==> config.mk <==
export PLATFORM = sky130hd
export DESIGN_NAME = can_id_mask_filter_table_core
export DESIGN_NICKNAME = d
export VERILOG_FILES = /design/src/rtl/cmft_pkg.sv /design/src/rtl/cmft_table.sv /design/src/rtl/cmft_seq.sv /design/src/rtl/can_id_mask_filter_table_core.sv
export SDC_FILE = /design/constraint.sdc
export NUM_CORES = 1
export LEC_CHECK = 0
export BUFFER_PORTS_ARGS = -buffer_cell sky130_fd_sc_hd__buf_2
export CAP_MARGIN = 5
export CELL_PAD_IN_SITES_DETAIL_PLACEMENT = 2
export CELL_PAD_IN_SITES_GLOBAL_PLACEMENT = 2
export CORE_MARGIN = 5
export CORE_UTILIZATION = 47
export DETAILED_ROUTE_END_ITERATION = 16
export PLACE_DENSITY_LB_ADDON = 0.1
export SYNTH_ARGS = -nofsm -noshare
export SYNTH_HDL_FRONTEND = slang
export SYNTH_HIERARCHICAL = 1
export SYNTH_SLANG_ARGS = --single-unit
==> constraint.sdc <==
create_clock -name clock -period 7.7 [get_ports clock]
set_clock_uncertainty 0.15 [all_clocks]
set_input_delay 0.77 -clock clock [delete_from_list [all_inputs] [get_ports clock]]
set_output_delay 0.77 -clock clock [all_outputs]
set_load 0.02 [all_outputs]
==> src/rtl/cmft_pkg.sv <==
// Shared types and constants for the CAN identifier mask filter table.
// No dependencies; used by every module of the block.
`timescale 1ns / 1ps

package cmft_pkg;

   // Field widths.
   localparam int IDENT_W = 11;
   localparam int INDEX_W = 8;
   localparam int LEN_W   = 4;
   localparam int DATA_W  = 64;
   localparam int CFG_W   = 6;
   // Width wide enough to compare any entry count or index.
   localparam int CMP_W   = 9;

   // Defaults and reset values.
   localparam int                 DEF_NUM_FILTERS = 32;
   localparam logic [CFG_W-1:0]   CFG_RESET       = 6'd32;
   localparam logic [IDENT_W-1:0] IDENT_ALL       = 11'h7FF;

   typedef enum logic {
      OP_WRITE = 1'b0,
      OP_FRAME = 1'b1
   } op_type;

   typedef enum logic {
      ST_OK      = 1'b0,
      ST_BAD_ARG = 1'b1
   } status_type;

   typedef enum logic [1:0] {
      S_IDLE,
      S_WRITE,
      S_SCAN
   } state_type;

   // Write request from the sequencer to the filter table.
   typedef struct packed {
      logic               wr_en;
      logic               mask_en;
      logic [IDENT_W-1:0] ident;
      logic [IDENT_W-1:0] mask;
   } tbl_wr_type;

   // Entry read back from the table, with unwritten fields at their reset value.
   typedef struct packed {
      logic               armed;
      logic [IDENT_W-1:0] ident;
      logic [IDENT_W-1:0] mask;
   } tbl_rd_type;

endpackage

==> src/rtl/cmft_table.sv <==
// Filter entry storage: identifier and mask memories with per-entry written flags.
// Depends on cmft_pkg.
`timescale 1ns / 1ps

module cmft_table #(
   parameter int NUM_FILTERS = cmft_pkg::DEF_NUM_FILTERS,
   parameter int IDX_W       = (NUM_FILTERS > 1) ? $clog2(NUM_FILTERS) : 1
) (
   input  logic                 clock,
   input  logic                 reset,
   input  cmft_pkg::tbl_wr_type wr,
   input  logic [IDX_W-1:0]     wr_addr,
   input  logic [IDX_W-1:0]     rd_addr,
   output cmft_pkg::tbl_rd_type rd
);

   // Each entry keeps its full eleven-bit identifier and its full eleven-bit mask.
   logic [cmft_pkg::IDENT_W-1:0] ident_mem [NUM_FILTERS];
   logic [cmft_pkg::IDENT_W-1:0] mask_mem  [NUM_FILTERS];

   logic [NUM_FILTERS-1:0]       armed_ff;
   logic [NUM_FILTERS-1:0]       mask_set_ff;
   logic [cmft_pkg::IDENT_W-1:0] ident_q_ff;
   logic [cmft_pkg::IDENT_W-1:0] mask_q_ff;
   logic                         armed_q_ff;
   logic                         mask_set_q_ff;

   // Memory write port and registered read port.
   always_ff @(posedge clock) begin
      if (wr.wr_en) begin
         ident_mem[wr_addr] <= wr.ident;
      end
      if (wr.wr_en && wr.mask_en) begin
         mask_mem[wr_addr] <= wr.mask;
      end
      ident_q_ff <= ident_mem[rd_addr];
      mask_q_ff  <= mask_mem[rd_addr];
   end

   // Written flags; reset returns every entry to its reset value at once.
   always_ff @(posedge clock) begin
      if (reset) begin
         armed_ff      <= '0;
         mask_set_ff   <= '0;
         armed_q_ff    <= 1'b0;
         mask_set_q_ff <= 1'b0;
      end else begin
         if (wr.wr_en) begin
            armed_ff[wr_addr] <= 1'b1;
            if (wr.mask_en) begin
               mask_set_ff[wr_addr] <= 1'b1;
            end
         end
         armed_q_ff    <= armed_ff[rd_addr];
         mask_set_q_ff <= mask_set_ff[rd_addr];
      end
   end

   // An unwritten identifier reads as zero and an unwritten mask as all ones.
   always_comb begin
      rd.armed = armed_q_ff;
      rd.ident = armed_q_ff ? ident_q_ff : '0;
      rd.mask  = mask_set_q_ff ? mask_q_ff : cmft_pkg::IDENT_ALL;
   end

endmodule

==> src/rtl/cmft_seq.sv <==
// Sequencer and shared compare unit: executes entry writes and scans the table
// one entry per cycle for a received frame. Depends on cmft_pkg.
`timescale 1ns / 1ps

module cmft_seq #(
   parameter int NUM_FILTERS = cmft_pkg::DEF_NUM_FILTERS,
   parameter int IDX_W       = (NUM_FILTERS > 1) ? $clog2(NUM_FILTERS) : 1,
   parameter int CNT_W       = $clog2(NUM_FILTERS + 1)
) (
   input  logic                                clock,
   input  logic                                reset,
   input  logic                                start,
   output logic                                busy,
   input  logic                                req_opcode,
   input  logic [cmft_pkg::INDEX_W-1:0]        req_entry_index,
   input  logic [cmft_pkg::IDENT_W-1:0]        req_entry_ident,
   input  logic [cmft_pkg::IDENT_W-1:0]        req_entry_mask,
   input  logic                                req_entry_rtr,
   input  logic [cmft_pkg::IDENT_W-1:0]        req_frame_ident,
   input  logic [cmft_pkg::LEN_W-1:0]          req_frame_length,
   input  logic [cmft_pkg::DATA_W-1:0]         req_frame_data,
   input  logic [cmft_pkg::CFG_W-1:0]          filters_in_use,
   output cmft_pkg::tbl_wr_type                wr,
   output logic [IDX_W-1:0]                    wr_addr,
   output logic [IDX_W-1:0]                    rd_addr,
   input  cmft_pkg::tbl_rd_type                rd,
   output logic                                rsp_valid,
   output logic                                rsp_status,
   output logic                                rsp_matched,
   output logic [cmft_pkg::INDEX_W-1:0]        rsp_match_index,
   output logic [cmft_pkg::IDENT_W-1:0]        rsp_out_ident,
   output logic [cmft_pkg::LEN_W-1:0]          rsp_out_length,
   output logic [cmft_pkg::DATA_W-1:0]         rsp_out_data
);

   cmft_pkg::state_type state_ff, state_in;

   // Scan control.
   logic [CNT_W-1:0] issue_ff, issue_in;
   logic             chk_vld_ff, chk_vld_in;
   logic [IDX_W-1:0] chk_idx_ff, chk_idx_in;

   // Captured item.
   logic                         load_item;
   logic [cmft_pkg::INDEX_W-1:0] idx_ff;
   logic [cmft_pkg::IDENT_W-1:0] e_ident_ff;
   logic [cmft_pkg::IDENT_W-1:0] e_mask_ff;
   logic                         e_rtr_ff;
   logic [cmft_pkg::IDENT_W-1:0] f_ident_ff;
   logic [cmft_pkg::LEN_W-1:0]   f_len_ff;
   logic [cmft_pkg::DATA_W-1:0]  f_data_ff;

   // Result registers.
   logic                         rsp_valid_ff, rsp_valid_in;
   logic                         rsp_status_ff, rsp_status_in;
   logic                         rsp_matched_ff, rsp_matched_in;
   logic [cmft_pkg::INDEX_W-1:0] rsp_index_ff, rsp_index_in;
   logic [cmft_pkg::IDENT_W-1:0] rsp_ident_ff, rsp_ident_in;
   logic [cmft_pkg::LEN_W-1:0]   rsp_len_ff, rsp_len_in;
   logic [cmft_pkg::DATA_W-1:0]  rsp_data_ff, rsp_data_in;

   logic [CNT_W-1:0] n_eff;
   logic             idx_bad;
   logic             issue_lt;
   logic             hit;
   logic             last;

   // Effective entry count, the write range check and the shared compare unit.
   always_comb begin
      if (cmft_pkg::CMP_W'(filters_in_use) > cmft_pkg::CMP_W'(NUM_FILTERS)) begin
         n_eff = CNT_W'(NUM_FILTERS);
      end else begin
         n_eff = CNT_W'(filters_in_use);
      end
      idx_bad  = cmft_pkg::CMP_W'(idx_ff) >= cmft_pkg::CMP_W'(n_eff);
      issue_lt = issue_ff < n_eff;
      hit      = ((f_ident_ff ^ rd.ident) & rd.mask) == '0;
      last     = (CNT_W'(chk_idx_ff) + CNT_W'(1)) == n_eff;
      rd_addr  = issue_lt ? issue_ff[IDX_W-1:0] : '0;
      wr_addr  = idx_ff[IDX_W-1:0];
   end

   // Next state and outputs.
   always_comb begin
      state_in       = state_ff;
      issue_in       = issue_ff;
      chk_vld_in     = 1'b0;
      chk_idx_in     = issue_ff[IDX_W-1:0];
      load_item      = 1'b0;
      wr             = '0;
      rsp_valid_in   = 1'b0;
      rsp_status_in  = rsp_status_ff;
      rsp_matched_in = rsp_matched_ff;
      rsp_index_in   = rsp_index_ff;
      rsp_ident_in   = rsp_ident_ff;
      rsp_len_in     = rsp_len_ff;
      rsp_data_in    = rsp_data_ff;

      case (state_ff)
         cmft_pkg::S_IDLE: begin
            if (start) begin
               load_item = 1'b1;
               issue_in  = '0;
               state_in  = (req_opcode == cmft_pkg::OP_WRITE) ? cmft_pkg::S_WRITE
                                                               : cmft_pkg::S_SCAN;
            end
         end

         cmft_pkg::S_WRITE: begin
            // Store the entry unless the index lies outside the entries in use.
            wr.wr_en       = ~idx_bad;
            wr.mask_en     = ~e_rtr_ff;
            wr.ident       = e_ident_ff;
            wr.mask        = e_mask_ff;
            rsp_valid_in   = 1'b1;
            rsp_status_in  = idx_bad ? cmft_pkg::ST_BAD_ARG : cmft_pkg::ST_OK;
            rsp_matched_in = 1'b0;
            rsp_index_in   = '0;
            rsp_ident_in   = '0;
            rsp_len_in     = '0;
            rsp_data_in    = '0;
            state_in       = cmft_pkg::S_IDLE;
         end

         cmft_pkg::S_SCAN: begin
            // Issue one read a cycle; the compare runs on the entry read last cycle.
            if (issue_lt) begin
               chk_vld_in = 1'b1;
               issue_in   = issue_ff + CNT_W'(1);
            end
            rsp_status_in = cmft_pkg::ST_OK;
            if (chk_vld_ff && hit) begin
               // The first matching entry ends the search; only an armed one delivers.
               chk_vld_in     = 1'b0;
               rsp_valid_in   = 1'b1;
               rsp_matched_in = rd.armed;
               rsp_index_in   = rd.armed ? cmft_pkg::INDEX_W'(chk_idx_ff) : '0;
               rsp_ident_in   = rd.armed ? f_ident_ff : '0;
               rsp_len_in     = rd.armed ? f_len_ff : '0;
               rsp_data_in    = rd.armed ? f_data_ff : '0;
               state_in       = cmft_pkg::S_IDLE;
            end else if ((chk_vld_ff && last) || (n_eff == '0)) begin
               chk_vld_in     = 1'b0;
               rsp_valid_in   = 1'b1;
               rsp_matched_in = 1'b0;
               rsp_index_in   = '0;
               rsp_ident_in   = '0;
               rsp_len_in     = '0;
               rsp_data_in    = '0;
               state_in       = cmft_pkg::S_IDLE;
            end
         end

         default: begin
            state_in = cmft_pkg::S_IDLE;
         end
      endcase
   end

   // Control registers.
   always_ff @(posedge clock) begin
      if (reset) begin
         state_ff     <= cmft_pkg::S_IDLE;
         issue_ff     <= '0;
         chk_vld_ff   <= 1'b0;
         rsp_valid_ff <= 1'b0;
      end else begin
         state_ff     <= state_in;
         issue_ff     <= issue_in;
         chk_vld_ff   <= chk_vld_in;
         rsp_valid_ff <= rsp_valid_in;
      end
   end

   // Payload registers.
   always_ff @(posedge clock) begin
      chk_idx_ff     <= chk_idx_in;
      rsp_status_ff  <= rsp_status_in;
      rsp_matched_ff <= rsp_matched_in;
      rsp_index_ff   <= rsp_index_in;
      rsp_ident_ff   <= rsp_ident_in;
      rsp_len_ff     <= rsp_len_in;
      rsp_data_ff    <= rsp_data_in;
      if (load_item) begin
         idx_ff     <= req_entry_index;
         e_ident_ff <= req_entry_ident;
         e_mask_ff  <= req_entry_mask;
         e_rtr_ff   <= req_entry_rtr;
         f_ident_ff <= req_frame_ident;
         f_len_ff   <= req_frame_length;
         f_data_ff  <= req_frame_data;
      end
   end

   assign busy            = (state_ff != cmft_pkg::S_IDLE);
   assign rsp_valid       = rsp_valid_ff;
   assign rsp_status      = rsp_status_ff;
   assign rsp_matched     = rsp_matched_ff;
   assign rsp_match_index = rsp_index_ff;
   assign rsp_out_ident   = rsp_ident_ff;
   assign rsp_out_length  = rsp_len_ff;
   assign rsp_out_data    = rsp_data_ff;

endmodule

==> src/rtl/can_id_mask_filter_table_core.sv <==
// CAN receive acceptance filter table (identifier and mask match), top level.
// Depends on cmft_pkg, cmft_table and cmft_seq.
//
// Usage: an item is taken when start is high and busy is low. Opcode write
// stores one filter entry; opcode frame searches the table for the first
// entry whose masked identifier matches. Each item gives one result, shown on
// the rsp_ ports for a single cycle with rsp_valid high; the receiver cannot
// stall it, so it must take every result as it appears.
// The csr_ channel writes filters_in_use; csr_ready is always high, and writes
// are expected only while the block is idle.
// A write gives its result from the write state, which stores the entry only
// if its index lies within the entries in use. A frame scan ends at its first
// matching entry, after the last entry in use, or at once with none in use.
// The scan reads one entry a cycle from the table memory through a single
// compare unit, which sets the frame rate. The next item may be taken in the
// cycle its predecessor's result is shown.
// Reset clears the sequencer and marks every entry unwritten, so all entries
// read as identifier zero with an all-ones mask, and sets filters_in_use to 32.
`timescale 1ns / 1ps

module can_id_mask_filter_table_core #(
   parameter int NUM_FILTERS = cmft_pkg::DEF_NUM_FILTERS
) (
   input  logic                          clock,
   input  logic                          reset,
   input  logic                          start,
   output logic                          busy,
   input  logic                          req_opcode,
   input  logic [cmft_pkg::INDEX_W-1:0]  req_entry_index,
   input  logic [cmft_pkg::IDENT_W-1:0]  req_entry_ident,
   input  logic [cmft_pkg::IDENT_W-1:0]  req_entry_mask,
   input  logic                          req_entry_rtr,
   input  logic [cmft_pkg::IDENT_W-1:0]  req_frame_ident,
   input  logic [cmft_pkg::LEN_W-1:0]    req_frame_length,
   input  logic [cmft_pkg::DATA_W-1:0]   req_frame_data,
   output logic                          rsp_valid,
   output logic                          rsp_status,
   output logic                          rsp_matched,
   output logic [cmft_pkg::INDEX_W-1:0]  rsp_match_index,
   output logic [cmft_pkg::IDENT_W-1:0]  rsp_out_ident,
   output logic [cmft_pkg::LEN_W-1:0]    rsp_out_length,
   output logic [cmft_pkg::DATA_W-1:0]   rsp_out_data,
   input  logic                          csr_valid,
   output logic                          csr_ready,
   input  logic [cmft_pkg::CFG_W-1:0]    csr_data
);

   localparam int IDX_W = (NUM_FILTERS > 1) ? $clog2(NUM_FILTERS) : 1;
   localparam int CNT_W = $clog2(NUM_FILTERS + 1);

   logic [cmft_pkg::CFG_W-1:0] fiu_ff;
   cmft_pkg::tbl_wr_type       wr;
   cmft_pkg::tbl_rd_type       rd;
   logic [IDX_W-1:0]           wr_addr;
   logic [IDX_W-1:0]           rd_addr;

   // Configuration register: every transfer is taken at once.
   assign csr_ready = 1'b1;

   always_ff @(posedge clock) begin
      if (reset) begin
         fiu_ff <= cmft_pkg::CFG_RESET;
      end else if (csr_valid && csr_ready) begin
         fiu_ff <= csr_data;
      end
   end

   cmft_seq #(
      .NUM_FILTERS (NUM_FILTERS),
      .IDX_W       (IDX_W),
      .CNT_W       (CNT_W)
   ) u_seq (
      .clock            (clock),
      .reset            (reset),
      .start            (start),
      .busy             (busy),
      .req_opcode       (req_opcode),
      .req_entry_index  (req_entry_index),
      .req_entry_ident  (req_entry_ident),
      .req_entry_mask   (req_entry_mask),
      .req_entry_rtr    (req_entry_rtr),
      .req_frame_ident  (req_frame_ident),
      .req_frame_length (req_frame_length),
      .req_frame_data   (req_frame_data),
      .filters_in_use   (fiu_ff),
      .wr               (wr),
      .wr_addr          (wr_addr),
      .rd_addr          (rd_addr),
      .rd               (rd),
      .rsp_valid        (rsp_valid),
      .rsp_status       (rsp_status),
      .rsp_matched      (rsp_matched),
      .rsp_match_index  (rsp_match_index),
      .rsp_out_ident    (rsp_out_ident),
      .rsp_out_length   (rsp_out_length),
      .rsp_out_data     (rsp_out_data)
   );

   cmft_table #(
      .NUM_FILTERS (NUM_FILTERS),
      .IDX_W       (IDX_W)
   ) u_table (
      .clock   (clock),
      .reset   (reset),
      .wr      (wr),
      .wr_addr (wr_addr),
      .rd_addr (rd_addr),
      .rd      (rd)
   );

endmodule

==> Word level (Yosys, flattened, before mapping) <==
Memory sizes are Yosys's and may differ from the RTL's. A register that Yosys moved wholly into a read port is not among the register bits.
Index checks and enable logic that the tools add are counted.
{ "word_totals": {"regBits": 286, "mem_bits_rw": 704, "inputBits": 121, "elab_cells": 112, "n_memories": 2} }
{ "op_classes": {"n_addsub": 2, "magnitude_cmp": 6, "eq_ne": 6, "mux": 50, "bitwise_logic": 7, "n_reduce_logical": 16} }
{ "mem_list": {"columns": ["name", "words", "word_bits", "rd", "rd_clocked_by_memory_dff", "write_ports", "line", "rtl"], "rows": [
  ["u_table.ident_mem", 32, 11, 1, 1, 1, "cmft_table.sv:18", "logic [cmft_pkg::IDENT_W-1:0] ident_mem [NUM_FILTERS];"],
  ["u_table.mask_mem", 32, 11, 1, 1, 1, "cmft_table.sv:19", "logic [cmft_pkg::IDENT_W-1:0] mask_mem [NUM_FILTERS];"]
]} }
{ "op_table": {"columns": ["operator", "n"], "rows": [
  ["$mux 64", 3],
  ["$pmux 64 s2", 1],
  ["$or 32x32->32", 2],
  ["$mux 11", 5],
  ["$mux 24", 1],
  ["$pmux 11 s2", 1],
  ["$mux 6", 3],
  ["$mux 8", 2],
  ["$pmux 8 s2", 1],
  ["$mux 1", 15],
  ["$lt 5x6->1 const B", 2],
  ["$mux 4", 3],
  ["$pmux 6 s2", 1],
  ["$and 11x11->11", 1],
  ["$logic_not 11->1", 1],
  ["$xor 11x11->11", 1],
  ["$bmux 1 s5", 2],
  ["$mux 5", 2],
  ["$ge 8x6->1", 1],
  ["$mux 2", 4],
  ["$pmux 4 s2", 1],
  ["$add 5x1->6 const B", 1],
  ["$add 6x1->6 const B", 1],
  ["$eq 6x6->1", 1],
  ["20 further kinds", 31]
]} }

==> Longest topological paths before layout <==
Gate-level depths: netlist of the first run.
{ "logic_depth": {"ltp_word": 8, "mapped_depth": 16, "ltp_nobuf": 13} }

==> By module <==
The synthesis of the first run kept the hierarchy.
{ "modules_own_cells": {"columns": ["module", "instances", "cells_per_inst", "area_per_inst_um2", "seq_area_each_um2"], "rows": [
  ["cmft_table", 1, 1379, 30090.1, 22902.0],
  ["cmft_seq", 1, 474, 7943.9, 6185.9],
  ["can_id_mask_filter_table_core", 1, 21, 229.0, 120.1]
]} }

==> Worst setup path before layout of the first run <==
No wires, ideal clock.
{ "synth_timing": {"path_type": "reg-to-reg", "start": "register u_seq.chk_idx_ff[0]", "end": "register u_seq.rsp_index_ff, in the netlist u_seq/rsp_match_index[0], enable pin", "setup_ns": 0.539, "arrival_ns": 5.208, "required_time_ns": 7.011, "slack_ns": 1.803, "stages_incl_launch_ff": 8, "cell_sequence": "dfxtp_1 > ha_1 > xnor2_1 > a31oi_1 > o32a_1 > nor4_2 > nor3_1 > nor2b_1"} }
{ "synth_via": {"elab_chain_len": 6} }
{ "synth_lines": {"columns": ["element", "line", "rtl"], "rows": [
  ["from (decl)", "cmft_seq.sv:41", "logic [IDX_W-1:0] chk_idx_ff, chk_idx_in;"],
  ["from (signal assigned)", "cmft_seq.sv:177", "chk_idx_ff <= chk_idx_in;"],
  ["$add 5x1->6", "cmft_seq.sv:78", "last = (CNT_W'(chk_idx_ff) + CNT_W'(1)) == n_eff;"],
  ["$eq 6x6->1", "cmft_seq.sv:78", null],
  ["$logic_and 1x1->1", "cmft_seq.sv:142", "end else if ((chk_vld_ff && last) || (n_eff == '0)) begin"],
  ["$logic_or 1x1->1", "cmft_seq.sv:142", null],
  ["$ne 3x1->1 (no line)", null, null],
  ["$reduce_and 2->1 (no line)", null, null],
  ["to (signal assigned)", "cmft_seq.sv:180", "rsp_index_ff <= rsp_index_in;"],
  ["to (decl)", "cmft_seq.sv:57", "logic [cmft_pkg::INDEX_W-1:0] rsp_index_ff, rsp_index_in;"]
]} }
No other way between the ends.
A chain may end at the register's enable or synchronous reset.

==> flow_metrics.tcl, run 1 <==
set metrics [dict create \
    yosys.area.top_type "edfxtp_1" \
    crit_path_end_kind "register" \
    arrival_ns 5.81 \
    fin_tns_setup_ns 0 \
    layout-drive-gt1-share_pct 30.9 \
    dpl_cell_area_um2 40600 \
    ios 213 \
    clkTransAtPathRegs_ns 0.06 \
    globalRouteOverflowTotal 0 \
    p_leak_nw 13.5 \
    rsz0062_at_grt "false" \
    final-hold-violation-count 0 \
    cts_root_buffer "clkbuf_16" \
    ant_nets 0 \
    worst-r2r-setup-slack_ns 2.04 \
    hold_buffers 0 \
    cts_tree "yes" \
    power_per_cell_area_nw_per_um2 256 \
    cts_inserted_buffers 105 \
    synth_area_um2 38300 \
    clk_latency_ns 0.66 \
    place_hpwl_mm 64.0 \
    track_usage_pct 22.7 \
    drt-initial-drc-count 1486 \
    yosysTopAreaCellShare_pct 70.6 \
    h-tree-depth 3 \
    period_share_pct 73.6 \
    fin_crit_ns 5.66 \
    via_per_inst 5.72 \
    hold_slack_ns 0.130 \
    worst_slack_ns 2.04 \
    layout.nets 2292 \
    initial_utilization_pct 47.4 \
    grt_pass1_wl_mm 145 \
    crit_required_ns 7.84 \
    synth_edf_count 900 \
    synthTopCellsByArea "edfxtp_1 71%, mux4_2 14%, dfxtp_1 5.7%" \
    status "finished clean" \
    cts_sinks 1009 \
    finalSetupViolCount 0 \
    wl_per_cell_um 29.9 \
    finish.instance_area_um2 43900 \
    ctsResizeCount 0 \
    critPathMaxFanout 11 \
    ir_drop_mv 0.180 \
    dp_slack_ns 2.19 \
    worstSetupPathType "reg2reg" \
    firstDrtPassIters 5 \
    ys_warn_count 6 \
    synth_commonest_cells "900 x edfxtp_1, 234 x mux4_2, 155 x and2_1" \
    port_buffers 208 \
    synth-seq-cells 1009 \
    drv_cap 0 \
    slew_viol_final 0 \
    syn2layout_area_growth_pct 14.8 \
    syn_area_per_cell_um2 20.4 \
    die_w_um 295 \
    synth_flop_cell "edfxtp_1" \
    grt_pass1_vias 20900 \
    cp-start-kind "register" \
    cts_buffer_depth 3 \
    core_area_um2 80700 \
    fmax_mhz 177 \
    die_area_um2 87200 \
    drc_errors 0 \
    die_h_um 295 \
    async_flop_share_pct 0 \
    antenna_found_initial 18 \
    routed-via-count 18900 \
    post_cts_buffers 0 \
    synthCells 1874 \
    gp_congestion 0.770 \
    yosys.cell_types.count 57 \
    hold_path.class "in2reg" \
    yosys.cell_count.top_type "edfxtp_1" \
    yosysSeqAreaShare_pct 76.3 \
    max_slew_margin_pct 11.4 \
    worst_pin_slew_ns 1.33 \
    rows 104 \
    wl_mm 98.9 \
    grt_max_degree 140 \
]
[layer usage]
metal	global-route usage (%)	wire [um]
met5	0	100
met4	4.32	1710
met3	5.03	6790
met2	38.3	49400
met1	31.2	40800
[state kept, by name, summed over array words and instances (netlist names), 6 cells and up]
name	flops
u_table/ident_mem	352
u_table/mask_mem	352
u_seq/f_data_ff	64
u_seq/rsp_out_data	64
u_table/armed_ff	32
u_table/mask_set_ff	32
u_seq/e_ident_ff	11
u_seq/e_mask_ff	11
u_seq/f_ident_ff	11
u_seq/rsp_out_ident	11
u_table/ident_q_ff	11
u_table/mask_q_ff	11
u_seq/idx_ff	8
fiu_ff	6
u_seq/issue_ff	6
[power breakdown]
part	leakage [nW]	internal [mW]	switching (mW)
combinational	3.50	0.110	0.253
sequential	8.37	6.04	0.0361
clock	1.60	2.76	2.07
[through the flow]
| step | std cells | total power [mW] | utilization [%] |
|---|---|---|---|
| after CTS | 3300 | 11.4 | 54.4 |
| after detailed placement | 3107 | 6.56 | 50.4 |
| after floorplan | 1876 | 6.40 | - |
| final | 3305 | 11.3 | 54.5 |
| after global routing | 3302 | 11.7 | 54.5 |
| after global placement | 3107 | 6.53 | 50.4 |
[final timing paths]
kind | cells after the start | startpoint | endpoint
worst max-delay path | 13 | fiu_ff[5] | u_table/mask_mem[12][2]
worst min-delay path | 1 | req_frame_data[36] | u_seq/f_data_ff[36]
worst min register to register | 0 | u_seq/issue_ff[3] | u_seq/chk_idx_ff[3]
worst max register to register | 13 | fiu_ff[5] | u_table/mask_mem[12][2]
[worst max-delay path, stage by stage (launching register included)]
cell	delay, ns
dfxtp_1	0.52
and2b_1	0.23
ha_1	0.26
nand2b_1	0.15
a21o_1	0.19
a21o_1	0.18
a21o_1	0.17
a21o_1	0.17
a2111oi_0	0.81
and2_1	0.44
nand4bb_1	0.44
nor2_1	0.76
buf_4	0.30
and2_1	0.53
[kinds of logic after synthesis]
group                      count (synthesis)  synth area share, %
adders and majority gates                 16                0.523
AOI/OAI and AO/OA                         71                 1.12
muxes                                    270                 14.8
and+or+nand+nor                          376                 5.20
xor gates and xnor gates                  22                0.543
DFF                                     1009                 76.3
buffers and inverters                    108                 1.46
other                                      2               0.0196
[layout by cell type, fill, tap and decap left out, types with 3 or more instances in the layout]
cell | synthesis | final
buf_4 | 22 | 61
clkinv_1 | 0 | 13
a22oi_1 | 5 | 5
and2_4 | 0 | 3
a21oi_1 | 41 | 41
o21ai_0 | 3 | 3
ha_1 | 16 | 16
clkbuf_1 | 52 | 37
clkbuf_8 | 0 | 18
nand3_1 | 8 | 8
nand4bb_1 | 3 | 3
diode_2 | 0 | 4
xor2_1 | 11 | 11
clkinv_2 | 0 | 10
a21o_1 | 6 | 6
a31oi_1 | 4 | 4
nor2_1 | 146 | 146
mux2i_1 | 9 | 9
buf_2 | 8 | 208
conb_1 | 2 | 4
mux2_2 | 27 | 27
clkinv_8 | 0 | 4
edfxtp_1 | 900 | 900
clkbuf_16 | 0 | 106
nand4_1 | 4 | 4
inv_1 | 8 | 7
and2_1 | 155 | 150
mux4_2 | 234 | 234
dfxtp_1 | 109 | 109
nand2b_1 | 17 | 17
xnor2_1 | 10 | 10
nand4b_1 | 3 | 3
nand2_1 | 17 | 17
[layout make-up]
cell class / count / area [um^2]
fillers: 6770 / 36700
flip-flops and latches: 1009 / 29200
multi-input cells: 759 / 8530
clock buffers: 160 / 3010
repair buffers: 272 / 1560
well taps: 1060 / 1330
clock inverters: 33 / 258
inverters: 8 / 32.5
diodes: 4 / 10.0
Note: power is estimated with default switching activity, not from simulation.
==> run 2, diff against run 1 <==
CORE_UTILIZATION = 43   (was 47)
clock period = 4.6 ns   (was 7.7 ns; I/O delays follow)
==> run 2 against run 1 <==
Effect of this change:
- fmax grew 30%
- final area grew 5.5%
- hold slack lost 0.071 ns
- highest routed layer is now met4
==> flow_metrics.tcl, run 2 (synthesized netlist as in run 1, its figures left out) <==
set metrics [dict create \
    status "finished clean" \
    layout.nets 2469 \
    drv_cap 0 \
    ant_nets 0 \
    hold_path.class "in2reg" \
    drt-initial-drc-count 1830 \
    multiInputGateArea_um2 8530 \
    cp-startpoint "fiu_ff[0]" \
    syn2layout_area_growth_pct 21.1 \
    layout-drive-gt1-share_pct 31.8 \
    crit_path_end_kind "register" \
    ir_drop_mv 0.342 \
    post_cts_buffers 0 \
    fmax_mhz 230 \
    grt_pass1_wl_mm 163 \
    max_slew_margin_pct 10.2 \
    core_area_um2 88400 \
    initial_utilization_pct 43.3 \
    largest_registers "u_table/ident_mem x352, u_table/mask_mem x352" \
    clk_latency_ns 0.69 \
    cp-start-kind "register" \
    track_usage_pct 23.6 \
    combPwrFrac_pct 3.7 \
    fin_crit_ns 4.35 \
    wl_mm 112 \
    p_leak_nw 14.5 \
    die_area_um2 95000 \
    pwr-share-clk_pct 45.1 \
    worstSetupPathType "reg2reg" \
    arrival_ns 4.56 \
    worst_slack_ns 0.249 \
    p_sw_share_pct 21.3 \
    period_share_pct 94.6 \
    final-hold-violation-count 0 \
    wl_per_cell_um 31.2 \
    clkTransAtPathRegs_ns 0.06 \
    firstDrtPassIters 5 \
    grt_pass1_vias 22500 \
    cts_root_buffer "clkbuf_16" \
    globalRouteOverflowTotal 0 \
    rr_startpoint "fiu_ff[0]" \
    die_h_um 308 \
    cts_sinks 1009 \
    gp_congestion 0.748 \
    routed-via-count 20100 \
    power_per_cell_area_nw_per_um2 428 \
    die_w_um 308 \
    cts_inserted_buffers 106 \
    antenna_found_initial 10 \
    cts_buffer_depth 3 \
    rows 109 \
    nFillCells 7648 \
    path_cells "and2b_1, ha_1, nand2b_1, a21o_1, a21o_1, a21o_1, a21o_1, a2111oi_1, buf_4, and2_1, or4b_2, nor2_1, and2_1, buf_4" \
    critPathMaxFanout 11 \
    ios 213 \
    finalSetupViolCount 0 \
    crit_required_ns 4.80 \
    h-tree-depth 3 \
    hold_start "reset" \
    layout_commonest_cell "edfxtp_1" \
    seq_area_um2 29200 \
    cp_common_cell "a21o_1" \
    rsz0062_at_grt "false" \
    layout_common_cells "900 x edfxtp_1, 234 x mux4_2, 208 x buf_2" \
    grt_max_degree 86 \
    via_per_inst 5.59 \
    crit_path_top_delay_cell "or4b_2" \
    seqPwrFrac_pct 51.3 \
    switching_power_mw 4.22 \
    port_buffers 208 \
    place_hpwl_mm 67.1 \
    max_stage_delay_ns 0.75 \
    fin_tns_setup_ns 0 \
    cts_tree "yes" \
    worst_pin_slew_ns 1.35 \
    drc_errors 0 \
    slew_viol_final 0 \
    p_int_mw 15.6 \
    dp_slack_ns 0.355 \
]
## run 2: cell types whose count changed in the layout (fill, tap and decap cells not counted), sizes merged
cell         previous run  this run
inv                    10        12
clkinv                 28        36
clkinvlp                1         3
dlygate4sd3             0       122
buf                   271       325
diode                   4         2
clkbuf                161       149
bufinv                  2        10
## run 2: final timing paths
check | endpoint | slack [ns] | depth (start not counted)
min | u_seq/state_ff[1] | 0.06 | 2
max | u_table/mask_mem[16][7] | 0.25 | 14
min reg2reg | u_seq/chk_idx_ff[4] | 0.28 | 0
max reg2reg | u_table/mask_mem[16][7] | 0.25 | 14
## run 2: what timing repair did
| action | in CTS | in global routing |
|---|---|---|
| hold buffers | 122 | 0 |
| setup endpoints to repair | 0 | 3 |
| hold endpoints to repair | 118 | 0 |
| gates resized for setup | 0 | 1 |
## run 2: area by class of cell
class / instances / area share [%]
flip-flops and latches: 1009 / 63.0
clock inverters: 53 / 1.30
multi-input cells: 759 / 18.4
repair buffers: 448 / 7.44
well taps: 1165 / 3.15
inverters: 8 / 0.0702
diodes: 2 / 0.0108
clock buffers: 148 / 6.60
## run 2: power by group through the flow
stage	clock, mW	sequential, mW	combinational (mW)
3_5_place_dp	0	10.4	0.627
6_report	8.94	10.2	0.726
3_3_place_gp	0	10.4	0.597
4_1_cts	9.13	10.2	0.717
2_1_floorplan	0	10.4	0.282
5_1_grt	9.60	10.2	0.776
## run 2: routing by layer
metal	part of all wire, %	vias up	wire, um	global-route usage [%]
met4	2.1	0	2390	5.35
met1	40	10800	44900	31.2
li1	-	8376	-	-
met3	7.0	144	7820	4.81
met5	0	-	0	0
met2	51	751	57100	40.6
## run 2: through the flow
| stage | util [%] | total power, mW | hold slack, ns | cell area (um^2) | cells |
|---|---|---|---|---|---|
| global placement | 46.8 | 11.0 | 0.286 | 41300 | 3262 |
| detailed placement | 46.8 | 11.0 | 0.285 | 41300 | 3262 |
| CTS | 52.3 | 20.0 | 0.00278 | 46200 | 3585 |
| floorplan | - | 10.7 | 0.237 | 38300 | 1876 |
| global route | 52.4 | 20.6 | 0.0313 | 46300 | 3591 |
| finish | 52.4 | 19.8 | 0.0594 | 46300 | 3592 |
## run 2: worst max-delay path: cells and delay by family (launching register included)
| family | cells | cell delay (ns) |
|---|---|---|
| and+or+nand+nor | 6 | 1.70 |
| buffers and inverters | 2 | 0.46 |
| AOI/OAI and AO/OA | 5 | 1.11 |
| adders and majority gates | 1 | 0.26 |
| DFF | 1 | 0.35 |
==> run 3, diff against run 2 <==
CTS_BUF_LIST = sky130_fd_sc_hd__clkbuf_16   (was not set)
==> run 3 against run 2 <==
Effect of this change:
- via count decreased by 0.36%
- critical path type unchanged
- largest power group unchanged
- core utilization decreased by 0.18 points
- largest cell class unchanged
- combinational power is essentially flat
- final area down 0.34%
- critical path depth unchanged
- routed wire length decreased by 0.13%
- worst setup slack better by 0.024 ns
- sequential share of layout area up 0.21 points
==> flow_metrics.tcl, run 3 (synthesized netlist as in run 1, its figures left out) <==
set metrics [dict create \
    slew_viol_final 0 \
    met2WireLength_mm 57.0 \
    pwr-share-clk_pct 44.4 \
    met1_length_mm 44.6 \
    finalSetupViolCount 0 \
    worstSetupPathType "reg2reg" \
    cts_buffer_depth 3 \
    final-hold-violation-count 0 \
    syn2layout_area_growth_pct 20.7 \
    cts_tree "yes" \
    drv_cap 0 \
    track_usage_pct 23.6 \
    h-tree-depth 3 \
    die_area_um2 95000 \
    firstDrtPassIters 6 \
    wl_per_cell_um 31.2 \
    p_leak_nw 14.6 \
    ant_nets 0 \
    layout_common_cells "900 x edfxtp_1, 234 x mux4_2, 208 x buf_2" \
    nFillCells 7653 \
    drt-initial-drc-count 1718 \
    via_per_inst 5.58 \
    hold_path.class "in2reg" \
    rsz0062_at_grt "false" \
    wl_mm 112 \
    crit_path_end_kind "register" \
    crit_required_ns 4.81 \
    max_stage_delay_ns 0.76 \
    crit_path_top_delay_cell "or4b_2" \
    place_hpwl_mm 67.1 \
    die_w_um 308 \
    critPathMaxFanout 11 \
    antenna_found_initial 11 \
    path_buf_inv 2 \
    cts_sinks 1009 \
    fin_crit_ns 4.33 \
    clk_latency_ns 0.70 \
    clkTransAtPathRegs_ns 0.06 \
    core_area_um2 88400 \
    ir_drop_mv 0.347 \
    cts_root_buffer "clkbuf_16" \
    gp_congestion 0.748 \
    fin_tns_setup_ns 0 \
    cpLargestDelayFamily "simple AND/OR/NAND/NOR gates" \
    fmax_mhz 231 \
    combPwrFrac_pct 3.7 \
    arrival_ns 4.53 \
    max_slew_margin_pct 9.40 \
    ctsResizeCount 0 \
    grt_max_degree 86 \
    globalRouteOverflowTotal 0 \
    layout_commonest_cell "edfxtp_1" \
    grt_pass1_wl_mm 163 \
    cp-start-kind "register" \
    status "finished clean" \
    largest_registers "u_table/ident_mem x352, u_table/mask_mem x352" \
    worst_slack_ns 0.273 \
    p_sw_share_pct 21.5 \
    period_share_pct 94.1 \
    seqPwrFrac_pct 51.9 \
    initial_utilization_pct 43.3 \
    drc_errors 0 \
    routed-via-count 20000 \
    ios 213 \
    p_int_mw 15.4 \
    cts_inserted_buffers 106 \
    layout.nets 2467 \
    layout-drive-gt1-share_pct 31.4 \
    dp_slack_ns 0.355 \
    power_per_cell_area_nw_per_um2 425 \
    port_buffers 208 \
    path_cells "and2b_1, ha_1, nand2b_1, a21o_1, a21o_1, a21o_1, a21o_1, a2111oi_0, buf_4, and2_1, or4b_2, nor2_1, and2_1, buf_4" \
    die_h_um 308 \
    worst_pin_slew_ns 1.36 \
    wl_met3_mm 8.06 \
    cp_common_cell "a21o_1" \
    switching_power_mw 4.22 \
    rows 109 \
    grt_pass1_vias 22500 \
    highest_layer "met4" \
]
[run 3: area by class of cell]
cell class	count	area, um^2	area share, %
inverter	8	32.5	0.0704
antenna	1	2.50	0.00542
timing repair buffer	446	3390	7.35
multi-input combinational	759	8530	18.5
clock buffer	113	2830	6.12
tap	1165	1460	3.16
sequential	1009	29200	63.2
clock inverter	88	733	1.59
[run 3: worst paths after layout]
kind / startpoint / to / slack, ns / cells after the start
max: fiu_ff[0] / u_table/mask_mem[16][9] / 0.27 / 14
min: reset / u_seq/state_ff[1] / 0.07 / 2
max reg2reg: fiu_ff[0] / u_table/mask_mem[16][9] / 0.27 / 14
min reg2reg: u_seq/issue_ff[4] / u_seq/chk_idx_ff[4] / 0.28 / 0
[run 3: worst register-to-register path, cell delays in order, from the launching register on]
cell,delay [ns]
dfxtp_1,0.36
and2b_1,0.18
ha_1,0.26
nand2b_1,0.15
a21o_1,0.18
a21o_1,0.18
a21o_1,0.17
a21o_1,0.17
a2111oi_0,0.41
buf_4,0.22
and2_1,0.19
or4b_2,0.76
nor2_1,0.25
and2_1,0.16
buf_4,0.24
[run 3: layer usage]
layer,vias to the layer above,GRT usage [%]
li1,8371,-
met1,10800,30.9
met2,728,40.6
met3,144,5.55
met4,0,5.48
met5,-,0
[run 3: timing repair]
action,4_1_cts,5_1_grt
hold endpoints to repair,118,0
setup buffers,0,0
hold buffers,122,0
[run 3: power by group through the flow]
stage	Sequential (mW)	Combinational [mW]	Clock [mW]
CTS	10.2	0.717	8.91
global placement	10.4	0.597	0
floorplan	10.4	0.282	0
global route	10.2	0.773	9.38
detailed placement	10.4	0.627	0
finish	10.2	0.723	8.72
[run 3: stage by stage]
stage | area, um^2 | power (mW) | hold WS, ns | utilization [%] | instances
detailed placement | 41300 | 11.0 | 0.285 | 46.8 | 3262
CTS | 46100 | 19.8 | 0.00209 | 52.2 | 3585
finish | 46200 | 19.6 | 0.0722 | 52.3 | 3589
global route | 46200 | 20.3 | 0.0388 | 52.3 | 3589
global placement | 41300 | 11.0 | 0.286 | 46.8 | 3262
floorplan | 38300 | 10.7 | 0.237 | - | 1876
